`src/hdl/mrs_pkg.sv`:
```
// Package for the Modbus RTU register slave: item types, protocol codes and the CRC-16 step.
// It has no dependencies. All modules of the block import it.
`default_nettype none
package mrs_pkg;

   localparam int REG_DEPTH      = 64;
   localparam int REG_ADDR_W     = $clog2(REG_DEPTH);
   localparam int REG_WIDTH      = 16;
   localparam int MAX_READ_REGS  = 29;
   localparam int MAX_WRITE_REGS = 123;

   localparam logic [7:0]  FN_READ_HOLD   = 8'd3;
   localparam logic [7:0]  FN_READ_INPUT  = 8'd4;
   localparam logic [7:0]  FN_WRITE_MULTI = 8'd16;
   localparam logic [7:0]  BCAST_ADDR     = 8'hFF;
   localparam logic [7:0]  STATION_RESET  = 8'd1;
   localparam logic [15:0] CRC_INIT       = 16'hFFFF;
   localparam logic [15:0] CRC_POLY       = 16'hA001;

   localparam logic OP_FRAME_BYTE = 1'b0;
   localparam logic OP_LOAD_INPUT = 1'b1;

   typedef struct packed {
      logic        operation;
      logic [7:0]  data_byte;
      logic        frame_last;
      logic [5:0]  reg_index;
      logic [15:0] reg_value;
   } req_item_type;

   typedef struct packed {
      logic [7:0] tx_byte;
      logic       tx_last;
   } rsp_item_type;

   // One byte through the reflected CRC-16 used by Modbus RTU.
   function automatic logic [15:0] crc16_step(input logic [15:0] crc, input logic [7:0] b);
      logic [15:0] c;
      c = crc ^ {8'h00, b};
      for (int j = 0; j < 8; j++) begin
         if (c[0]) begin
            c = (c >> 1) ^ CRC_POLY;
         end else begin
            c = c >> 1;
         end
      end
      return c;
   endfunction

endpackage
`default_nettype wire

```
`src/hdl/mrs_regfile.sv`:
```
// Register store: one synchronous memory with one write and one registered read port.
// Per-entry valid bits make unwritten entries read as zero after reset. Uses mrs_pkg.
`default_nettype none
module mrs_regfile
   import mrs_pkg::*;
#(
   parameter int DEPTH = REG_DEPTH,
   parameter int WIDTH = REG_WIDTH
) (
   input  wire logic                     clock,
   input  wire logic                     reset,
   input  wire logic                     wr_en,
   input  wire logic [$clog2(DEPTH)-1:0] wr_addr,
   input  wire logic [WIDTH-1:0]         wr_data,
   input  wire logic                     rd_en,
   input  wire logic [$clog2(DEPTH)-1:0] rd_addr,
   output logic      [WIDTH-1:0]         rd_data
);

   logic [WIDTH-1:0] mem [DEPTH];
   logic [DEPTH-1:0] valid_ff;
   logic [WIDTH-1:0] data_ff;
   logic             hit_ff;

   always_ff @(posedge clock) begin
      if (wr_en) begin
         mem[wr_addr] <= wr_data;
      end
      if (rd_en) begin
         data_ff <= mem[rd_addr];
      end
   end

   always_ff @(posedge clock) begin
      if (reset) begin
         valid_ff <= '0;
         hit_ff   <= 1'b0;
      end else begin
         if (rd_en) begin
            hit_ff <= valid_ff[rd_addr];
         end
         if (wr_en) begin
            valid_ff[wr_addr] <= 1'b1;
         end
      end
   end

   assign rd_data = hit_ff ? data_ff : '0;

endmodule
`default_nettype wire

```
`src/hdl/modbus_rtu_register_slave_unit.sv`:
```
// Top level of the Modbus RTU register slave: frame parser, reply sequencer, two stores.
// Depends on mrs_pkg and mrs_regfile.
//
// The block takes one item per handshake: either a received request byte, with a mark on the
// last byte of the frame, or a load of one input register from the application. While no reply
// is being sent, request bytes and loads are taken one per cycle. Holding register writes of a
// multiple write frame are stored as each word completes. At the marked byte of a valid read
// (function 3 or 4) the sequencer walks the holding or input store one register at a time, each
// through an issue, a high byte and a low byte state, as the memory read port is registered, and
// sends station address, function, byte count, the words high byte first and the CRC low byte
// first. A valid write (function 16) is answered with its six header bytes and the CRC. No new
// item is taken while a reply is being sent, although the final reply byte may still wait in the
// output register. Both stores read as zero after reset; there is no clearing pass. The user
// must write the station address through the csr port only while the block is idle; the block
// does not enforce this. The station address resets to 1.
`default_nettype none
module modbus_rtu_register_slave_unit
   import mrs_pkg::*;
(
   input  wire logic         clock,
   input  wire logic         reset,
   input  wire logic         req_valid,
   output logic              req_ready,
   input  wire req_item_type req_item,
   output logic              rsp_valid,
   input  wire logic         rsp_ready,
   output rsp_item_type      rsp_item,
   input  wire logic         csr_we,
   input  wire logic [7:0]   csr_wdata
);

   typedef enum logic [2:0] {
      ST_IDLE, ST_HDR, ST_RD_ISSUE, ST_RD_HI, ST_RD_LO, ST_CRC_LO, ST_CRC_HI
   } state_type;

   state_type       state_ff, state_in;
   logic [7:0]      station_ff;
   logic [7:0]      pos_ff, pos_in;
   logic [47:0]     hdr_ff, hdr_in;
   logic [7:0]      wbc_ff, wbc_in;
   logic [7:0]      low_ff, low_in;
   logic            rej_ff, rej_in;
   logic [47:0]     rep_buf_ff, rep_buf_in;
   logic [2:0]      rep_cnt_ff, rep_cnt_in;
   logic            rep_write_ff, rep_write_in;
   logic            rep_input_ff, rep_input_in;
   logic [REG_ADDR_W-1:0] addr_ff, addr_in;
   logic [4:0]      words_ff, words_in;
   logic [15:0]     crc_ff, crc_in;
   logic            rsp_valid_ff, rsp_valid_in;
   rsp_item_type    rsp_item_ff, rsp_item_in;

   // Request fields as they stood before the current byte.
   logic [7:0]  func;
   logic [15:0] start, num;
   logic [16:0] span;
   logic        byte_acc, load_acc;
   logic [7:0]  b, d;
   logic        hold_we;
   logic [REG_ADDR_W-1:0] hold_waddr;
   logic [15:0] hold_wdata;
   logic        rd_ok, wr_ok;
   logic [8:0]  wr_need;

   // Emission of one reply byte into the output register.
   logic        slot_free, emit_go, emit_crc;
   logic [7:0]  emit_byte;
   logic        emit_last;
   logic        hold_re, input_re;
   logic [15:0] hold_rdata, input_rdata, rd_word;

   assign func  = hdr_ff[39:32];
   assign start = hdr_ff[31:16];
   assign num   = hdr_ff[15:0];
   assign span  = {1'b0, start} + {1'b0, num};
   assign b     = req_item.data_byte;
   assign d     = pos_ff - 8'd7;

   assign req_ready = (state_ff == ST_IDLE);
   assign byte_acc  = req_valid && req_ready && (req_item.operation == OP_FRAME_BYTE);
   assign load_acc  = req_valid && req_ready && (req_item.operation == OP_LOAD_INPUT);

   always_comb begin
      pos_in       = pos_ff;
      hdr_in       = hdr_ff;
      wbc_in       = wbc_ff;
      low_in       = low_ff;
      rej_in       = rej_ff;
      hold_we      = 1'b0;
      hold_waddr   = start[REG_ADDR_W-1:0] + REG_ADDR_W'(d[7:1]);
      hold_wdata   = {low_ff, b};
      rd_ok        = 1'b0;
      wr_ok        = 1'b0;
      wr_need      = 9'd0;
      if (!rej_ff) begin
         if (pos_ff < 8'd6) begin
            case (pos_ff[2:0])
               3'd0: hdr_in[47:40] = b;
               3'd1: hdr_in[39:32] = b;
               3'd2: hdr_in[31:24] = b;
               3'd3: hdr_in[23:16] = b;
               3'd4: hdr_in[15:8]  = b;
               default: hdr_in[7:0] = b;
            endcase
            if (pos_ff == 8'd0 && b != station_ff && b != BCAST_ADDR) begin
               rej_in = 1'b1;
            end
            if (pos_ff == 8'd1 && b != FN_READ_HOLD && b != FN_READ_INPUT
                && b != FN_WRITE_MULTI) begin
               rej_in = 1'b1;
            end
         end else if (func == FN_WRITE_MULTI) begin
            if (pos_ff == 8'd6) begin
               if (num < 16'd1 || num > 16'(MAX_WRITE_REGS) || {8'h00, b} != {num[14:0], 1'b0}
                   || span > 17'(REG_DEPTH)) begin
                  rej_in = 1'b1;
               end else begin
                  wbc_in = b;
               end
            end else if (pos_ff != 8'd255) begin
               if (d < wbc_ff) begin
                  if (!d[0]) begin
                     low_in = b;
                  end else begin
                     hold_we = byte_acc;
                  end
               end
            end
         end
      end
      wr_need = 9'd6 + {1'b0, wbc_in};
      if (!req_item.frame_last) begin
         if (pos_ff != 8'd255) begin
            pos_in = pos_ff + 8'd1;
         end
      end else begin
         if (!rej_in) begin
            rd_ok = (func == FN_READ_HOLD || func == FN_READ_INPUT) && pos_ff >= 8'd5
                    && num >= 16'd1 && num <= 16'(MAX_READ_REGS) && span <= 17'(REG_DEPTH);
            wr_ok = (func == FN_WRITE_MULTI) && pos_ff >= 8'd6 && {1'b0, pos_ff} >= wr_need;
         end
         pos_in = 8'd0;
         rej_in = 1'b0;
         hdr_in = '0;
      end
   end

   mrs_regfile #(.DEPTH(REG_DEPTH), .WIDTH(REG_WIDTH)) u_holding (
      .clock   (clock),
      .reset   (reset),
      .wr_en   (hold_we),
      .wr_addr (hold_waddr),
      .wr_data (hold_wdata),
      .rd_en   (hold_re),
      .rd_addr (addr_ff),
      .rd_data (hold_rdata)
   );

   mrs_regfile #(.DEPTH(REG_DEPTH), .WIDTH(REG_WIDTH)) u_input (
      .clock   (clock),
      .reset   (reset),
      .wr_en   (load_acc),
      .wr_addr (req_item.reg_index[REG_ADDR_W-1:0]),
      .wr_data (req_item.reg_value),
      .rd_en   (input_re),
      .rd_addr (addr_ff),
      .rd_data (input_rdata)
   );

   assign hold_re   = (state_ff == ST_RD_ISSUE) && !rep_input_ff;
   assign input_re  = (state_ff == ST_RD_ISSUE) && rep_input_ff;
   assign rd_word   = rep_input_ff ? input_rdata : hold_rdata;
   assign slot_free = !rsp_valid_ff || rsp_ready;

   always_comb begin
      emit_byte = rep_buf_ff[47:40];
      emit_last = 1'b0;
      emit_crc  = 1'b1;
      case (state_ff)
         ST_HDR:    emit_byte = rep_buf_ff[47:40];
         ST_RD_HI:  emit_byte = rd_word[15:8];
         ST_RD_LO:  emit_byte = rd_word[7:0];
         ST_CRC_LO: begin
            emit_byte = crc_ff[7:0];
            emit_crc  = 1'b0;
         end
         ST_CRC_HI: begin
            emit_byte = crc_ff[15:8];
            emit_last = 1'b1;
            emit_crc  = 1'b0;
         end
         default:   emit_crc = 1'b0;
      endcase
      emit_go = slot_free && (state_ff == ST_HDR || state_ff == ST_RD_HI
                || state_ff == ST_RD_LO || state_ff == ST_CRC_LO || state_ff == ST_CRC_HI);
   end

   always_comb begin
      state_in     = state_ff;
      rep_buf_in   = rep_buf_ff;
      rep_cnt_in   = rep_cnt_ff;
      rep_write_in = rep_write_ff;
      rep_input_in = rep_input_ff;
      addr_in      = addr_ff;
      words_in     = words_ff;
      crc_in       = crc_ff;
      rsp_valid_in = rsp_valid_ff && !rsp_ready;
      rsp_item_in  = rsp_item_ff;
      if (emit_go) begin
         rsp_valid_in        = 1'b1;
         rsp_item_in.tx_byte = emit_byte;
         rsp_item_in.tx_last = emit_last;
         if (emit_crc) begin
            crc_in = crc16_step(crc_ff, emit_byte);
         end
      end
      case (state_ff)
         ST_IDLE: begin
            // Loads the reply set-up at the end of an accepted frame.
            if (byte_acc && req_item.frame_last && (rd_ok || wr_ok)) begin
               crc_in   = CRC_INIT;
               state_in = ST_HDR;
               if (rd_ok) begin
                  rep_buf_in   = {station_ff, func, num[6:0], 1'b0, 24'h000000};
                  rep_cnt_in   = 3'd3;
                  rep_write_in = 1'b0;
                  rep_input_in = (func == FN_READ_INPUT);
                  addr_in      = start[REG_ADDR_W-1:0];
                  words_in     = num[4:0];
               end else begin
                  rep_buf_in   = hdr_ff;
                  rep_cnt_in   = 3'd6;
                  rep_write_in = 1'b1;
                  rep_input_in = 1'b0;
               end
            end
         end
         ST_HDR: begin
            if (emit_go) begin
               rep_buf_in = {rep_buf_ff[39:0], 8'h00};
               rep_cnt_in = rep_cnt_ff - 3'd1;
               if (rep_cnt_ff == 3'd1) begin
                  state_in = rep_write_ff ? ST_CRC_LO : ST_RD_ISSUE;
               end
            end
         end
         ST_RD_ISSUE: state_in = ST_RD_HI;
         ST_RD_HI: begin
            if (emit_go) begin
               state_in = ST_RD_LO;
            end
         end
         ST_RD_LO: begin
            if (emit_go) begin
               addr_in  = addr_ff + REG_ADDR_W'(1);
               words_in = words_ff - 5'd1;
               state_in = (words_ff == 5'd1) ? ST_CRC_LO : ST_RD_ISSUE;
            end
         end
         ST_CRC_LO: begin
            if (emit_go) begin
               state_in = ST_CRC_HI;
            end
         end
         ST_CRC_HI: begin
            if (emit_go) begin
               state_in = ST_IDLE;
            end
         end
         default: state_in = ST_IDLE;
      endcase
   end

   always_ff @(posedge clock) begin
      if (reset) begin
         state_ff     <= ST_IDLE;
         station_ff   <= STATION_RESET;
         pos_ff       <= '0;
         hdr_ff       <= '0;
         wbc_ff       <= '0;
         low_ff       <= '0;
         rej_ff       <= 1'b0;
         rsp_valid_ff <= 1'b0;
      end else begin
         state_ff     <= state_in;
         rsp_valid_ff <= rsp_valid_in;
         if (csr_we) begin
            station_ff <= csr_wdata;
         end
         if (byte_acc) begin
            pos_ff <= pos_in;
            hdr_ff <= hdr_in;
            wbc_ff <= wbc_in;
            low_ff <= low_in;
            rej_ff <= rej_in;
         end
      end
      rep_buf_ff   <= rep_buf_in;
      rep_cnt_ff   <= rep_cnt_in;
      rep_write_ff <= rep_write_in;
      rep_input_ff <= rep_input_in;
      addr_ff      <= addr_in;
      words_ff     <= words_in;
      crc_ff       <= crc_in;
      rsp_item_ff  <= rsp_item_in;
   end

   assign rsp_valid = rsp_valid_ff;
   assign rsp_item  = rsp_item_ff;

endmodule
`default_nettype wire

```
`config.mk`:
```
export PLATFORM = sky130hd
export DESIGN_NAME = modbus_rtu_register_slave_unit
export DESIGN_NICKNAME = d
export VERILOG_FILES = /design/src/hdl/mrs_pkg.sv /design/src/hdl/mrs_regfile.sv /design/src/hdl/modbus_rtu_register_slave_unit.sv
export SDC_FILE = /design/constraint.sdc
export NUM_CORES = 2
export LEC_CHECK = 0
export ABC_AREA = 0
export BUFFER_PORTS_ARGS = -buffer_cell sky130_fd_sc_hd__buf_4
export CAP_MARGIN = 30
export CORE_MARGIN = 2
export CORE_UTILIZATION = 50
export DETAILED_ROUTE_END_ITERATION = 12
export GPL_ROUTABILITY_DRIVEN = 1
export PLACE_DENSITY = 0.65
export SLEW_MARGIN = 20
export SYNTH_ARGS = -nofsm -noshare
export SYNTH_HDL_FRONTEND = slang
export SYNTH_SLANG_ARGS = --single-unit
```
`constraint.sdc`:
```
create_clock -name clock -period 8.8 [get_ports clock]
set_input_delay 0.88 -clock clock [delete_from_list [all_inputs] [get_ports clock]]
set_output_delay 0.88 -clock clock [all_outputs]
set_load 0.02 [all_outputs]
```
==> results.md <==
* Outcome: completed
* CTS buffer count at 230
* Crit path max fanout at 18
* Synth top area cells: edfxtp_1, mux4_2, dfxtp_1
* H-Tree Depth at 4
* Worst Hold Class: input pin to register
* DIE HEIGHT at 438 µm
* Setup bufs post-CTS at 0
* GPL Wtd Cong at 0.870
* ANT nets after route at 0
* Fmax at 0.145 GHz
* GR Overflow Total at 0
* Startpoint types: register
* Slew headroom at 31.3%
* Die X at 438 µm
* Setup violators final at 0
* FILL cells at 13788
* Vias after detailed routing at 47898
* Post-Route WL at 231 mm
* Max incr delay on CP at 0.87 ns
* WHS at 0.237 ns
* Initial antenna violation count at 18
* Slowest stage cell on the critical path: a2111oi_0
* Max-cap viol count at 0
* CP arrival at 7.47 ns
* Power per standard cell area at 210 nW/µm²
* PostCTS Resize Cnt at 0
* Worst R2R Setup Slack at 1.91 ns
* FFs w/ async S/R, synth at 0%
* Dominant synthesized flop cell: edfxtp_1
* Hold_buf cts at 0
* Worst-path clk slew at 0.06 ns
* Layout cells sized above 1 at 28.0%
* Fin crit share at 78.3%
* Unrepaired setup endpoints after global routing: no
* Drt first-iter violations at 6081
* Drt first pass iters at 6
* FF+latch count, synth at 2384
* Crit path capture type: register
* Synth top area share at 68.6%
* Drt wl/cell at 30.2 µm
* Synth Cell Area at 94300 µm²
* Vias per std cell at 6.26
* Area growth syn-to-layout at 12.8%
* Cell variety after synth at 86
* Yosys warning count at 0
* Most numerous cell in the Yosys netlist: edfxtp_1
* Crit path kind: register to register
* Pleak at 31.4 nW
* Rows at 159
* Worst IR drop on VDD at 172 µV
* EDFF count, synth at 2153
* # clock sinks at 2384
* Post-layout net count at 5062
* Slew Limit Fails at 0
* Setup TNS at 0 ns
* Die Area at 192000 µm²
* Port Buffer Count at 55
* Worst-Margin Slew at 1.02 ns
* CP Buf/Inv Count at 3
* Req. time, crit path at 9.38 ns
* Ports at 56
* DP Worst Slack at 2.00 ns
* Seq/Total Area, Yosys at 73.5%
* First-pass GRT wire length at 334 mm
* CTS tree: built
* Synthesized area per cell at 19.8 µm²
* Net count after synthesis at 4850
* Leading area contributor after synthesis: edfxtp_1
* Clock Skew at 0.0524 ns
* GRT Total Usage at 24.1%
* DRC Markers at 0
* Initial Util at 50.3%
* Clk root buf: clkbuf_16
* Final hold violations at 0
* Hpwl dp at 139 mm
* Max Root-Sink Buffers at 3
* Post-synth top cells: edfxtp_1, mux4_2, nor2_1, dfxtp_1, clkbuf_1
* Crit-path leading delay family: compound AO/OA/AOI/OAI gates
* Final setup margin at 1.91 ns
* Largest net degree at the start of global routing at 134
* Vias in the first global route at 47106
* Minimum clock period at 6.89 ns
* Total core area at 188000 µm²
* Cells after Synth at 4755
* Clock Latency Late Sink at 0.90 ns
[per-layer routing]
layer	GRT usage (%)	up-vias	share of wire (%)
met5	0	-	0.010
met1	36.8	25568	43
met2	36.2	2133	46
li1	-	19874	-
met4	6.17	4	2.4
met3	4.35	319	8.6
[tightest hold or removal path, cell delays in order]
cell and delay [ns]:
buf_4 0.07, mux2i_1 0.05, nor2_1 0.07
[metrics by stage]
stage / cell area, µm² / instances / power (W) / utilization, %
2_1_floorplan: 94300 / 4755 / 0.0127 / -
3_3_place_gp: 98300 / 7182 / 0.0128 / 52.4
3_5_place_dp: 98800 / 7221 / 0.0129 / 52.7
4_1_cts: 106000 / 7646 / 0.0225 / 56.6
5_1_grt: 106000 / 7655 / 0.0229 / 56.7
6_report: 106000 / 7656 / 0.0223 / 56.7
[state kept, by name (all words and copies together) (netlist names)]
register,flops
addr_ff,6
crc_ff,16
hdr_ff,48
low_ff,8
pos_ff,8
rej_ff,1
rep_buf_ff,48
rep_cnt_ff,3
rep_input_ff,1
rep_write_ff,1
rsp_item,9
rsp_valid,1
state_ff,3
station_ff,8
u_holding.data_ff,16
u_holding.hit_ff,1
u_holding.mem,1024
u_holding.valid_ff,64
u_input.data_ff,16
u_input.hit_ff,1
u_input.mem,1024
u_input.valid_ff,64
wbc_ff,8
words_ff,5
[logic make-up after synthesis]
logic type,synth area share (%)
flops,73.5
xor+xnor,0.713
buf+inv,1.20
fa+ha+maj,0.679
simple gates,4.15
mux,17.5
compound gates,2.30
[cell usage in the layout (no fill, tap or decap), drive strengths merged, types with 42 or more instances in the layout]
cell type / netlist / routed
ha: 48 / 48
dfxtp: 231 / 231
clkinv: 0 / 85
inv: 36 / 42
a22oi: 53 / 53
nor2: 469 / 469
nand2: 176 / 176
a21oi: 113 / 113
xnor2: 48 / 48
edfxtp: 2153 / 2153
clkbuf: 184 / 307
mux4: 714 / 714
o21ai: 61 / 61
buf: 73 / 235
[cell type report]
type	instances	area [µm²]	area share (%)
diodes	1	2.50	0.00235
clock buffers	305	6220	5.85
clock inverters	120	1220	1.14
inverters	36	135	0.127
multi-input cells	2078	24300	22.8
flip-flops and latches	2384	69300	65.1
well taps	2495	3120	2.93
repair buffers	237	2120	1.99
[final timing paths]
| check | startpoint | endpoint | cells after the start |
|---|---|---|---|
| max reg2reg | hdr_ff[0] | rep_buf_ff[36] | 26 |
| min | csr_wdata[1] | station_ff[1] | 3 |
| min reg2reg | u_holding.valid_ff[55] | u_holding.valid_ff[55] | 2 |
| max | hdr_ff[0] | rep_buf_ff[36] | 26 |
[power breakdown]
part           leakage [nW]  total [W]  switching (W)  internal, W
logic                  7.67   0.000294       0.000230    0.0000635
clock network          3.58    0.00969        0.00425      0.00545
registers              20.2     0.0123      0.0000199       0.0123
Note: power is estimated with default switching activity, not from simulation.
